### src/design/qipd_pkg.sv
// Package with the shared types and constants of the QUIC Initial packet detector.
`timescale 1ns / 1ps

package qipd_pkg;

  localparam int unsigned MaxDcidLen = 20;
  localparam int unsigned CountMax   = 31;
  localparam int unsigned CountW     = 5;
  localparam int unsigned LenCheckW  = 9;

  localparam logic [7:0] HdrFormFixed = 8'hC0;
  localparam logic [1:0] TypeInitialV1 = 2'b00;
  localparam logic [1:0] TypeInitialV2 = 2'b01;

  localparam logic [CountW-1:0] IdxFirst  = CountW'(0);
  localparam logic [CountW-1:0] IdxVerLo  = CountW'(1);
  localparam logic [CountW-1:0] IdxVerHi  = CountW'(4);
  localparam logic [CountW-1:0] IdxDcid   = CountW'(5);
  localparam logic [CountW-1:0] CountSat  = CountW'(CountMax);

  // The fixed header bytes ahead of the connection ID plus the source ID length byte.
  localparam logic [LenCheckW-1:0] HdrOverhead = LenCheckW'(7);

  localparam logic [31:0] VersionV1      = 32'h0000_0001;
  localparam logic [31:0] VersionV2      = 32'h6b33_43cf;
  localparam logic [31:0] VersionDraft29 = 32'hff00_001d;
  localparam logic [31:0] VersionDraft32 = 32'hff00_0020;
  localparam logic [31:0] VersionDraft33 = 32'hff00_0021;
  localparam logic [31:0] VersionDraft34 = 32'hff00_0022;

  typedef enum logic [1:0] {
    KindNone  = 2'd0,
    KindV1    = 2'd1,
    KindV2    = 2'd2,
    KindDraft = 2'd3
  } version_kind_e;

  typedef struct packed {
    logic [7:0] data_byte;
    logic       last_byte;
  } in_t;

  typedef struct packed {
    logic       detected;
    logic [1:0] version_kind;
  } out_t;

  typedef struct packed {
    logic [7:0]        first_byte;
    logic [31:0]       version_word;
    logic [7:0]        dcid_length;
    logic [CountW-1:0] pkt_len;
  } hdr_t;

endpackage

### src/design/quic_initial_packet_detector.sv
// Top level of the QUIC Initial packet detector: header capture, byte count and result register.
//
// Channel  Direction  Handshake                  Payload
// in       input      in_valid_i / in_stall_o    in_data_i  (data_byte, last_byte)
// out      output     out_valid_o / out_stall_i  out_data_o (detected, version_kind)
//
// One byte is taken every cycle unless a last byte is stalled; the result of a payload
// appears in the output register in the cycle after its last byte is accepted.
// Bytes that are not the last are taken even while a result waits; a last byte
// stalls only while the output register is full and stalled.
// Reset clears the byte count, the captured header and the output valid flag.
`timescale 1ns / 1ps

module quic_initial_packet_detector (
  input  logic            clk_i,
  input  logic            rst_ni,
  input  logic            in_valid_i,
  output logic            in_stall_o,
  input  qipd_pkg::in_t   in_data_i,
  output logic            out_valid_o,
  input  logic            out_stall_i,
  output qipd_pkg::out_t  out_data_o
);
  import qipd_pkg::*;

  logic [CountW-1:0] byte_count_q, byte_count_d;
  logic [7:0]        first_byte_q, first_byte_d;
  logic [31:0]       version_word_q, version_word_d;
  logic [7:0]        dcid_length_q, dcid_length_d;
  logic              out_valid_q, out_valid_d;
  out_t              out_data_q, out_data_d;

  logic              in_accept;
  logic              last_accept;
  hdr_t              hdr;
  out_t              res;

  assign in_stall_o  = out_valid_q && out_stall_i && in_data_i.last_byte;
  assign in_accept   = in_valid_i && !in_stall_o;
  assign last_accept = in_accept && in_data_i.last_byte;

  always_comb begin
    hdr.first_byte   = (byte_count_q == IdxFirst) ? in_data_i.data_byte : first_byte_q;
    hdr.version_word = (byte_count_q >= IdxVerLo && byte_count_q <= IdxVerHi) ?
                       {version_word_q[23:0], in_data_i.data_byte} : version_word_q;
    hdr.dcid_length  = (byte_count_q == IdxDcid) ? in_data_i.data_byte : dcid_length_q;
    hdr.pkt_len      = (byte_count_q < CountSat) ? byte_count_q + CountW'(1) : CountSat;
  end

  qipd_classify u_classify (
    .hdr_i (hdr),
    .res_o (res)
  );

  always_comb begin
    byte_count_d   = byte_count_q;
    first_byte_d   = first_byte_q;
    version_word_d = version_word_q;
    dcid_length_d  = dcid_length_q;
    out_valid_d    = out_valid_q && out_stall_i;
    out_data_d     = out_data_q;
    if (in_accept) begin
      if (in_data_i.last_byte) begin
        byte_count_d   = '0;
        first_byte_d   = '0;
        version_word_d = '0;
        dcid_length_d  = '0;
        out_valid_d    = 1'b1;
        out_data_d     = res;
      end else begin
        byte_count_d   = hdr.pkt_len;
        first_byte_d   = hdr.first_byte;
        version_word_d = hdr.version_word;
        dcid_length_d  = hdr.dcid_length;
      end
    end
  end

  always_ff @(posedge clk_i or negedge rst_ni) begin
    if (!rst_ni) begin
      byte_count_q   <= '0;
      first_byte_q   <= '0;
      version_word_q <= '0;
      dcid_length_q  <= '0;
      out_valid_q    <= 1'b0;
    end else begin
      byte_count_q   <= byte_count_d;
      first_byte_q   <= first_byte_d;
      version_word_q <= version_word_d;
      dcid_length_q  <= dcid_length_d;
      out_valid_q    <= out_valid_d;
    end
  end

  always_ff @(posedge clk_i) begin
    out_data_q <= out_data_d;
  end

  assign out_valid_o = out_valid_q;
  assign out_data_o  = out_data_q;

  // A last byte always leaves a result in the output register.
  assert property (@(posedge clk_i) disable iff (!rst_ni)
    last_accept |=> out_valid_o)
    else $error("Result missing after the last byte of a payload.");

  // The capture state starts over after every payload.
  assert property (@(posedge clk_i) disable iff (!rst_ni)
    last_accept |=> (byte_count_q == '0 && version_word_q == '0))
    else $error("Capture state not cleared after a payload.");

  // The byte count holds at its ceiling on long payloads.
  assert property (@(posedge clk_i) disable iff (!rst_ni)
    (in_accept && !in_data_i.last_byte && byte_count_q == CountSat) |=>
    byte_count_q == CountSat)
    else $error("Byte count left saturation.");

  // A payload that is not detected reports no version kind.
  assert property (@(posedge clk_i) disable iff (!rst_ni)
    (out_valid_o && !out_data_o.detected) |-> out_data_o.version_kind == KindNone)
    else $error("Version kind set on an undetected payload.");

endmodule

### src/design/qipd_classify.sv
// Combinational header check that turns captured header fields into a detection result.
`timescale 1ns / 1ps

module qipd_classify (
  input  qipd_pkg::hdr_t hdr_i,
  output qipd_pkg::out_t res_o
);
  import qipd_pkg::*;

  version_kind_e kind;
  logic [1:0]    initial_bits;
  logic          form_ok;
  logic          type_ok;
  logic          dcid_ok;
  logic          len_ok;
  logic          ok;

  always_comb begin
    case (hdr_i.version_word)
      VersionV1: begin
        kind         = KindV1;
        initial_bits = TypeInitialV1;
      end
      VersionV2: begin
        kind         = KindV2;
        initial_bits = TypeInitialV2;
      end
      VersionDraft29, VersionDraft32, VersionDraft33, VersionDraft34: begin
        kind         = KindDraft;
        initial_bits = TypeInitialV1;
      end
      default: begin
        kind         = KindNone;
        initial_bits = TypeInitialV1;
      end
    endcase
  end

  assign form_ok = (hdr_i.first_byte & HdrFormFixed) == HdrFormFixed;
  assign type_ok = hdr_i.first_byte[5:4] == initial_bits;
  assign dcid_ok = hdr_i.dcid_length <= 8'(MaxDcidLen);
  assign len_ok  = LenCheckW'(hdr_i.pkt_len) >= (LenCheckW'(hdr_i.dcid_length) + HdrOverhead);
  assign ok      = form_ok && (kind != KindNone) && type_ok && dcid_ok && len_ok;

  assign res_o.detected     = ok;
  assign res_o.version_kind = ok ? kind : KindNone;

endmodule

### config.mk
export PLATFORM = sky130hd
export DESIGN_NAME = quic_initial_packet_detector
export DESIGN_NICKNAME = d
export VERILOG_FILES = /design/src/design/qipd_pkg.sv /design/src/design/quic_initial_packet_detector.sv /design/src/design/qipd_classify.sv
export SDC_FILE = /design/constraint.sdc
export NUM_CORES = 1
export LEC_CHECK = 0
export BUFFER_PORTS_ARGS = -buffer_cell sky130_fd_sc_hd__buf_2
export CELL_PAD_IN_SITES_DETAIL_PLACEMENT = 1
export CELL_PAD_IN_SITES_GLOBAL_PLACEMENT = 1
export CORE_MARGIN = 1.5
export CORE_UTILIZATION = 35
export DETAILED_ROUTE_END_ITERATION = 16
export GPL_ROUTABILITY_DRIVEN = 0
export PLACE_DENSITY_LB_ADDON = 0.1
export SYNTH_ARGS = -nofsm -noshare
export SYNTH_HDL_FRONTEND = slang
export SYNTH_SLANG_ARGS = --single-unit
### constraint.sdc
create_clock -name clk_i -period 7.76 [get_ports clk_i]
set_input_delay 0.776 -clock clk_i [delete_from_list [all_inputs] [get_ports clk_i]]
set_output_delay 0.776 -clock clk_i [all_outputs]
set_load 0.05 [all_outputs]
After elaboration in Yosys (flattened, before gate mapping)
Cells that the tools add are included.
Widths: inputs -> output; s select.
- bits in registers: 53
- output and inout bits: 5
- equality and inequality tests: 9
- multiplexer cells: 12
- reduce and logical (&&, ||, !) cells: 13
- order comparisons: 5
- add/subtract/negate cells: 2
- operator list (cell ; count):
    $eq 32x32->1 const B ; 4
    $mux 32 ; 2
    $eq 32x1->1 const B ; 1
    $eq 32x31->1 const B ; 1
    $mux 8 ; 4
    $mux 5 ; 2
    $add 8x3->9 const B ; 1
    $ge 5x9->1 ; 1
    $le 8x5->1 const B ; 1
    $logic_and 1x1->1 ; 8
    $pmux 2 s3 ; 1
    $add 5x1->5 const B ; 1
    $eq 5x3->1 const B ; 1
    $ge 5x1->1 const B ; 1
    $le 5x3->1 const B ; 1
    $logic_not 5->1 ; 1
    $lt 5x5->1 const B ; 1
    $reduce_or 4->1 ; 1
    $mux 1 ; 3
    $eq 2x1->1 ; 1
    $eq 2x2->1 const B ; 1
    $reduce_and 2->1 ; 1
    $reduce_bool 2->1 ; 1
    $logic_not 1->1 ; 1

Longest topological paths before layout
Gate-level depths: netlist (run 1).
- depth in word-level cells: 11
- gate-level depth with buffers: 14
- mapped depth without buffers: 13

By module
Synthesis (run 1) repeated with hierarchy kept, for this count alone.
- cell total of the unflattened synthesis: 351
- area, all modules: 4002.6 um^2
- modules (own cells, without submodules) (module ; instances ; cells each ; sequential area each (um^2) ; area an instance (um^2)):
    quic_initial_packet_detector ; 1 ; 285 ; 1441.4 ; 3529.6
    qipd_classify ; 1 ; 66 ; 0.0 ; 473.0

Worst setup path after synthesis (run 1)
Ideal clock, no wire load.
- kind: register to register
- from: reg byte_count_q[1]
- to: reg out_data_q, in the netlist out_data_o[0], data pin
- stages on the path, launching flop included: 14
- library setup time: 0.255 ns
- setup slack: 4.652 ns
- data required time: 7.505 ns
- arrival time: 2.853 ns
- cells stage by stage: dfrtp_1 > inv_1 > ha_1 > nand2_1 > or3_1 > buf_6 > mux2i_1 > ha_1 > ha_1 > a21o_1 > a211o_1 > a21oi_1 > a2111oi_4 > and2_1
- word-level cells in the longest chain between the ends: 11
- elaborated cells between the ends (all ways): 30
- those cells by class: add/sub (2); order compare (5); eq/ne (9); mux (6); reduce/logical (8)
- RTL lines (item ; RTL line ; source):
    start: declaration ; quic_initial_packet_detector.sv:26 ; logic [CountW-1:0] byte_count_q, byte_count_d;
    start signal: assignment ; quic_initial_packet_detector.sv:87 ; byte_count_q <= byte_count_d;
    $ge 5x1->1 / $le 5x3->1 (equally long branches) ; quic_initial_packet_detector.sv:44 ; hdr.version_word = (byte_count_q >= IdxVerLo && byte_count_q <= IdxVerHi) ?
    $logic_and 1x1->1 ; quic_initial_packet_detector.sv:44 ;
    $mux 32 ; quic_initial_packet_detector.sv:44 ;
    $eq 32x32->1 ; qipd_classify.sv:19 ; case (hdr_i.version_word)
    $reduce_or 4->1 ; qipd_classify.sv:19 ;
    $pmux 2 s3 ; qipd_classify.sv:19 ;
    $reduce_bool 2->1 ; qipd_classify.sv:43 ; assign ok = form_ok && (kind != KindNone) && type_ok && dcid_ok && len_ok;
    $logic_and 1x1->1 (4 in series) ; qipd_classify.sv:43 ;
    end signal: assignment ; quic_initial_packet_detector.sv:96 ; out_data_q <= out_data_d;
    end: declaration ; quic_initial_packet_detector.sv:31 ; out_t out_data_q, out_data_d;
Parallel ways exist; a longest one is shown, timed or not. The select of a mux whose other input is x is not followed.
A chain may end at the register's enable or synchronous reset.

Final worst setup path (run 1)
Same ends and word-level chain as after synthesis.

==> impl.org, run 1 <==
** Outcome
- The run finished with clean final reports.

** Global route
- Initial antenna violation count :: 0
- Global routing usage summed across all routing layers :: between 10% and 20%
- Wire length of the first global-routing pass :: approximately 13000 um
- Maximum number of pins on one net before global-route repair :: 51
- Via count of the first global-routing pass :: roughly 2300
- Global routing finished with a remaining overflow of 0.

** Placed design
- Count of port buffers added during placement :: 17
- Placement-stage cell area :: roughly 3000 um2
- Half-perimeter wire length after placement :: around 5400 um

** Drt
- The detailed router put a total of 4020 um of wire on met1.
- Post-route DRC violation count :: 0
- Iteration count of the initial detailed-routing pass :: 4
- Via count normalized by instance count :: a little under 6
- The first routing iteration left approximately 120 violations.
- Overall routed net length :: approximately 7500 um
- Dividing the detail-routed wire length by the instance count gives 19.3 um.
- Via count :: about 2300
- Summed over all nets, wire length on met3 after detailed routing comes to ~190 um.
- Highest metal layer used by the detailed router :: met4
- The routed design uses around 3200 um of met2 wire.
- The detail route stage leaves a number of antenna-violating nets equal to 0.

** Setup path
- The worst setup path is captured at a register.
- Across all register-to-register paths, the minimum setup slack is around 4200 ps.
- The critical path goes through inv_1 -> ha_1 -> nand2_1 -> or3_1 -> mux2i_1 -> ha_1 -> ha_1 -> a21o_1 -> a211o_1 -> a21oi_1 -> a2111oi_4 -> and2_1.
- On the critical path, the stage with the largest delay is an instance of or3_1.
- Element type at the critical path start :: register
- Classification of the worst setup path :: register to register
- WP data required :: 7840 ps
- STA puts the critical path data arrival time at 3660 ps.
- Critical path fanouts, max :: 10
- The largest single stage delay on the critical path is about 560 ps.
- In this design, the critical path's most frequently occurring cell is ha_1.

** Synthesis
- Top cells by area in the synthesized netlist :: dfrtp_1, a22o_1, ha_1
- Cell taking the most area after synthesis :: dfrtp_1
- The synthesized netlist occupies a cell area of around 2900 um2.
- Counting every net in the synthesized netlist gives 297.
- Proportion of synthesized chip area in sequential cells :: a little under half
- For this run, the number of Yosys warnings is 0.
- Post-synthesis register bit count :: between 50 and 60
- Post-synthesis cell type count :: 52
- Post-synth top area share :: between 40% and 50%
- Number of enable-type register cells in the synthesized netlist :: 3
- Mean instance size in the synthesized netlist :: approximately 10 um2
- Cell count after synthesis :: about 270
- Prevailing post-synth register cell :: dfrtp_1
- For this run, asynchronously set or reset flops after synthesis account for 94.3%.

** Timing
- Unrepaired setup endpoints after global routing :: no
- Fin Clk Skew :: ~6.7 ps
- The worst path needs around 3600 ps of the cycle, external delays included.
- Fraction of the cycle the final worst path needs :: 46.2%
- Count of pins over their slew limit :: 0
- Upper clock frequency limit :: 279 MHz
- In this run the tightest slew margin relative to its limit is about a third.
- At the pin with the least slew margin, the transition time is between 1000 and 1500 ps.
- Number of hold violations in the final report :: 0
- Setup violations remaining at the end of the flow were counted as 0.
- Setup Total Neg Slack :: 0 ps

** Clock network
- Deepest clock path buffer count :: 2
- TritonCTS clock tree :: built
- Clock-pin slew was measured on the worst setup and hold paths at approximately 100 ps.
- Clock latency on the worst-skew pair, taken at its later pin, is 310 ps.
- Maximum level of the CTS H-tree :: 2
- Number of buffers added by the clock tree synthesis step :: 5
- Post-CTS timing repair inserted 0 buffers for setup.
- Clock root buffer master :: clkbuf_8
- Cts-stage hold buffer count :: 0
- Post-CTS resize count :: 0
- Number of sinks driven by the clock tree :: between 50 and 60

** Floorplan
- Area enclosed by the die boundary :: 8770 um2
- Starting density of the core :: between 30% and 40%
- In this run the standard cell core region covers ~7800 um2.
- Number of ports placed on the die boundary :: 18
- The floorplan has 32 rows.
- Measured along the x axis, the die boundary spans roughly 94 um.
- DIE HEIGHT :: roughly 94 um

** Final layout
- In the layout the commonest cells are dfrtp_1, a22o_1, nand2_1.
- Antenna Diode Count :: 0
- Most common library cell in the layout ignoring fill and taps :: dfrtp_1
- In the final layout, the share of cells above drive strength 1 is 13.2%.
- At the end of the flow, the number of nets in the layout was about 310.
- P&R area growth vs syn :: 8.18%
- Final cell area excluding filler cells :: ~3100 um2
- Measured on the finished design, the core utilization comes to around two fifths.

** Power
- Power per unit of standard cell area :: roughly 220 nW/um2
- For this design the static power due to leakage is approximately 1.4 nW.
- The worst-case IR drop observed on VDD is a little under 100 uV.

** Min path
- Worst hold path type :: register to register

** Run
- The tool flagged a number of max-cap violations equal to 0.
[routing by layer]
metal	track usage [%]	vias to the layer above
met1	28.4	1155
met3	2.36	6
met4	4.85	0
met5	0	-
met2	28.5	25
li1	-	1071
[sequential cells by signal, summed over array words and instances (netlist names)]
| name | count |
|---|---|
| out_data_o | 3 |
| first_byte_q | 4 |
| version_word_q | 32 |
| dcid_length_q | 8 |
| byte_count_q | 5 |
| out_valid_o | 1 |
[critical path: cells and delay by family, from the launching register on]
family	cells	cell delay (ps)
fa+ha+maj	3	760
mux	1	460
flops	1	470
buf+inv	1	110
simple gates	3	770
compound gates	4	770
[cell usage after synthesis, drive strengths merged (2+ instances only)]
cell type  instances
dfrtp             50
a22o              36
nand2             28
nor4              14
o21ai             13
nor2              12
nor3              11
ha                10
nand3             10
buf                8
a22oi              7
clkbuf             7
inv                6
mux2i              6
nand4              5
a21oi              4
nand2b             4
a21o               3
edfxtp             3
o21a               3
o31ai              3
a21boi             2
a31oi              2
and2               2
and3               2
nor2b              2
xnor2              2
xor2               2
[path summary, 6_finish.rpt]
| kind | start | end | cells after the start |
|---|---|---|---|
| setup / recovery | byte_count_q[1]$_DFFE_PN0P_ | out_data_o[0]$_SDFFCE_PN0P_ | 12 |
| hold / removal | dcid_length_q[4]$_DFFE_PN0P_ | dcid_length_q[4]$_DFFE_PN0P_ | 2 |
| setup reg to reg | byte_count_q[1]$_DFFE_PN0P_ | out_data_o[0]$_SDFFCE_PN0P_ | 12 |
| hold reg to reg | dcid_length_q[4]$_DFFE_PN0P_ | dcid_length_q[4]$_DFFE_PN0P_ | 2 |
| max in group asynchronous | rst_ni | version_word_q[21]$_DFFE_PN0P_ | 2 |
| min in group asynchronous | rst_ni | byte_count_q[3]$_DFFE_PN0P_ | 2 |
[final cells by class]
class / count / area [um2]
Multi-Input combinational cell: 200 / 1430
Sequential cell: 53 / 1340
Fill cell: 913 / 4740
Timing Repair Buffer: 20 / 108
Inverter: 6 / 22.5
Clock buffer: 5 / 68.8
Tap cell: 102 / 128
Clock inverter: 3 / 16.3
[kinds of logic after synthesis]
group           after synthesis  synth area share, %
compound gates               81                 22.8
xor+xnor                      4                 1.22
fa+ha+maj                    10                 4.35
buf+inv                      21                 3.83
flops                        53                 46.6
mux                           7                 3.35
simple gates                 98                 17.8
[metrics by stage]
stage | hold slack [ps] | instances | setup WS, ps | power (W)
floorplan | 450 | 274 | 4650 | 0.000490
global placement | 467 | 381 | 4340 | 0.000547
detailed placement | 475 | 381 | 4220 | 0.000549
CTS | 497 | 389 | 4200 | 0.000708
global route | 537 | 389 | 3930 | 0.000746
finish | 499 | 389 | 4180 | 0.000699
[where the power goes]
part	internal, W	switching, W
clock network	0.0000629	0.0000949
logic	0.0000751	0.000108
registers	0.000314	0.0000440
Power figures use the tool's default switching activity.
==> run 2: changes to the inputs <==
--- a/config.mk
+++ b/config.mk
@@ -5,6 +5,7 @@
 export SDC_FILE = /design/constraint.sdc
 export NUM_CORES = 1
 export LEC_CHECK = 0
+export ABC_AREA = 1
 export BUFFER_PORTS_ARGS = -buffer_cell sky130_fd_sc_hd__buf_2
 export CELL_PAD_IN_SITES_DETAIL_PLACEMENT = 1
 export CELL_PAD_IN_SITES_GLOBAL_PLACEMENT = 1
==> constraint.sdc (replaced) <==
create_clock -name clk_i -period 3.46 [get_ports clk_i]
set_input_delay 0.346 -clock clk_i [delete_from_list [all_inputs] [get_ports clk_i]]
set_output_delay 0.346 -clock clk_i [all_outputs]
set_load 0.05 [all_outputs]
==> run 2 against run 1 <==
Sequential share of layout area decreased by 7.3 points. First-iteration DRC count decreased by 9.1%. Count of clock-buffer cells in the layout increased by 3. Sequential cell count unchanged. Clock skew decreased by 3.2 ps. Maximum frequency increased by 15%. Utilization decreased by 0.81 points. Setup slack got worse by 3800 ps. Die area increased by 19%.
==> impl.org, run 2 <==
** Timing
- Unrepaired setup endpoints after global routing :: no
- Post-layout minimum cycle time :: 3110 ps
- Summed over all failing endpoints, the final setup total negative slack is 0 ps.
- Across all setup checks in the final design, the least slack found is between 300 and 400 ps.
- Setup violations remaining at the end of the flow were counted as 0.
- The clock arrives with 3.45 ps of skew.
- Upper clock frequency limit :: approximately 320 MHz
- Headroom to the max-slew limit came out at 47.3%.
- The final critical path takes up between 80% and 90% of the cycle.
- At the pin with the least slew margin, the transition time is 791 ps.
- The number of hold violations in the final report was 0.
- Worst hold slack across all endpoints :: ~120 ps
- Count of pins over their slew limit :: 0

** Setup path
- WP data required :: approximately 3500 ps
- Signal arrival time at the worst endpoint :: 3170 ps
- Slowest stage cell, crit path :: o21ai_0
- Cell-by-cell trace of the critical path :: inv_1 -> ha_1 -> nand3_1 -> o21ai_0 -> ha_1 -> ha_1 -> o21a_1 -> o21a_1 -> o21ai_0 -> nand2_1 -> a21oi_1 -> a211oi_1 -> nand2_1 -> nor2_2
- Largest incremental delay on the critical path :: between 400 and 500 ps
- Slack of the worst reg-to-reg path :: about 350 ps
- Critical path fanouts, max :: 7
- The startpoint identified for the worst register-to-register timing path is byte_count_q[1]$_DFFE_PN0P_.
- STA classifies the critical path startpoint as a register.
- In this run the critical register-to-register path is captured at out_data_o[1]$_SDFFCE_PN0P_.
- The worst setup path is captured at a register.
- By startpoint and endpoint, the worst setup path is classified as register to register.
- The worst register-to-register path has a depth of 14.
- Among the stages of the critical path, the cell type that occurs most often is ha_1.

** Final layout
- The largest registers in the layout are version_word_q x32, dcid_length_q x8, byte_count_q x5.
- In the layout the commonest cells are nand2_1, inv_1, nand3_1.
- Nets@finish :: ~520
- Filler instances :: roughly 1300
- Share of final-layout standard cells stronger than drive strength 1 :: 10.6%
- The number of antenna diodes in the final layout is 0.
- The register with the most flip-flops in the layout has 32 of them.
- Compared with the post-synthesis result, the final layout area differs by 8.76%.
- Leaving out fill and tap cells, the most frequent cell in the layout is nand2_1.
- Top reg by flops :: version_word_q

** Clock network
- TritonCTS built the clock tree.
- Number of sinks driven by the clock tree :: 53
- Maximum level of the CTS H-tree :: 2
- Number of buffers added by the clock tree synthesis step :: 5
- For this design, the CTS-stage hold fixing added 0 buffers.
- Deepest clock path buffer count :: 2
- Worst-skew pair later-pin latency :: a little over 300 ps
- Post-CTS resize count :: 0
- The cell sitting at the root of the clock tree is a clkbuf_8.
- After clock tree synthesis, the clock-pin slew on the worst setup and hold paths is ~100 ps.
- Post-CTS Setup Inserts :: 0

** Global route
- Grt met3 use :: about 2.5%
- Most congested layer reported by global routing :: met2
- Global routing usage summed across all routing layers :: slightly above 20%
- Summed over all layers, the global routing overflow is 0.
- Met2 track demand over resource in global routing :: 34.5%
- Global routing consumed, on the met1 layer, approximately 29% of the routing resources.
- Entering global routing, the biggest net connects 56 pins.
- Via count of the first global-routing pass :: roughly 3200
- The initial antenna violation count is 0.
- The first global-routing pass estimated between 15000 and 20000 um of wire.

** Synthesis
- Top cells by area in the synthesized netlist :: dfrtp_1, nand2_1, nand3_1
- Synthesis produced a netlist with a net count of around 500.
- Top cells by instance count after synthesis :: nand2_1, inv_1, nand3_1
- Netlist area before placement :: about 3400 um2
- The number of different library cells used by synthesis comes to 36.
- Post-synth top area share :: a little over a third
- Post-synthesis register bit count :: between 50 and 60
- Prevailing post-synth register cell :: dfrtp_1
- Summing the sequential cell areas from Yosys gives around two fifths of the chip area.
- Counting flops with an async set or reset pin after synthesis yields a share of 94.3%.
- During synthesis, Yosys emitted a total of 0 warnings.
- Synthesis handed over a netlist of 487 instances.
- In this run, synthesis inferred 3 flip-flops with an integrated enable.
- Mean instance size in the synthesized netlist :: approximately 7.1 um2
- The synthesized design spends more area on one cell type than any other, namely dfrtp_1.
- nand2_1 is the most common cell in the netlist.

** Floorplan
- Once the floorplan was initialized, standard cells occupied 35.7% of the core.
- Placeable core area :: around 9600 um2
- After floorplanning, the core was divided into 36 placement rows.
- From bottom edge to top edge, the die measures 102 um.
- Chip width :: roughly 100 um
- Area enclosed by the die boundary :: approximately 10000 um2
- In this run the count of I/O pins placed on the die edge is 18.

** Drt
- Via count :: about 3100
- Overall routed net length :: 9710 um
- In the routed layout, each cell is associated on average with a via count of 4.92.
- The detailed router finished its first iteration with 110 violations.
- Iteration count of the initial detailed-routing pass :: 4
- After detailed routing, the number of remaining DRC violations is 0.
- In this run the remaining antenna-violating nets after routing total 0.
- After detailed routing, the average wire length per cell comes to 15.3 um.

** Placed design
- Post-placement worst setup slack :: about 310 ps
- Half-perimeter wire length after placement :: approximately 6800 um
- Buffers placed on the I/O ports in this run total 17.

** Power
- For this design the ratio of total power to cell area is between 500 and 600 nW/um2.
- Worst IR Drop VDD :: roughly 260 uV
- The design draws 0.00205 W.
- Leakage Power :: about 1.9 nW

** Run
- Max-capacitance violation count :: 0

** Min path
- The tightest min-delay check is of the primary input to async pin type.

** Outcome
- Result of the run :: finished clean
[run 2: layer usage]
metal	share of wire [%]	wire (um)
met1	49	4790
met2	48	4640
met3	2.3	227
met4	0.66	64
met5	0	0
[run 2: where the power goes]
group	internal [W]	total (W)	switching [W]
clock network	0.000145	0.000351	0.000206
registers	0.000716	0.000777	0.0000601
logic	0.000301	0.000925	0.000624
[run 2: stage by stage]
stage	util (%)	cell area [um2]	cells
after floorplan	-	3440	487
after global placement	38.0	3660	627
after detailed placement	38.0	3660	627
after CTS	38.8	3740	635
after global routing	38.8	3740	635
final	38.8	3740	635
[run 2: layout make-up]
class / count / area, um2 / area share, %
tap: 133 / 166 / 4.45
clock buffer: 8 / 80.1 / 2.14
sequential: 53 / 1340 / 35.8
inverter: 61 / 229 / 6.12
timing repair buffer: 29 / 188 / 5.02
multi-input combinational: 351 / 1740 / 46.4
[run 2: kinds of logic after synthesis]
group	after synthesis	synth area share (%)
compound gates	81	14.1
fa+ha+maj	10	3.64
simple gates	257	32.0
flops	53	39.0
xor+xnor	3	0.764
buf+inv	83	10.5
[run 2: worst max-delay path by stage]
stage / start / endpoint / slack (ps) / depth (start not counted)
after floorplan: byte_count_q[1]$_DFFE_PN0P_ / out_data_o[2]$_DFFE_PP_ / 510 / 15
after global placement: byte_count_q[1]$_DFFE_PN0P_ / out_data_o[1]$_SDFFCE_PN0P_ / 490 / 14
after detailed placement: byte_count_q[1]$_DFFE_PN0P_ / out_data_o[2]$_DFFE_PP_ / 310 / 14
after CTS: byte_count_q[1]$_DFFE_PN0P_ / out_data_o[2]$_DFFE_PP_ / 300 / 14
after global routing: byte_count_q[1]$_DFFE_PN0P_ / out_data_o[1]$_SDFFCE_PN0P_ / 50 / 14
final: byte_count_q[1]$_DFFE_PN0P_ / out_data_o[1]$_SDFFCE_PN0P_ / 350 / 14
[run 2: critical path: cells and delay by family, from the launching register on]
kind                       cells  cell delay, ps
AOI/OAI and AO/OA              6            1090
buffers and inverters          1             150
adders and majority gates      3             790
and+or+nand+nor                4             450
DFF                            1             410
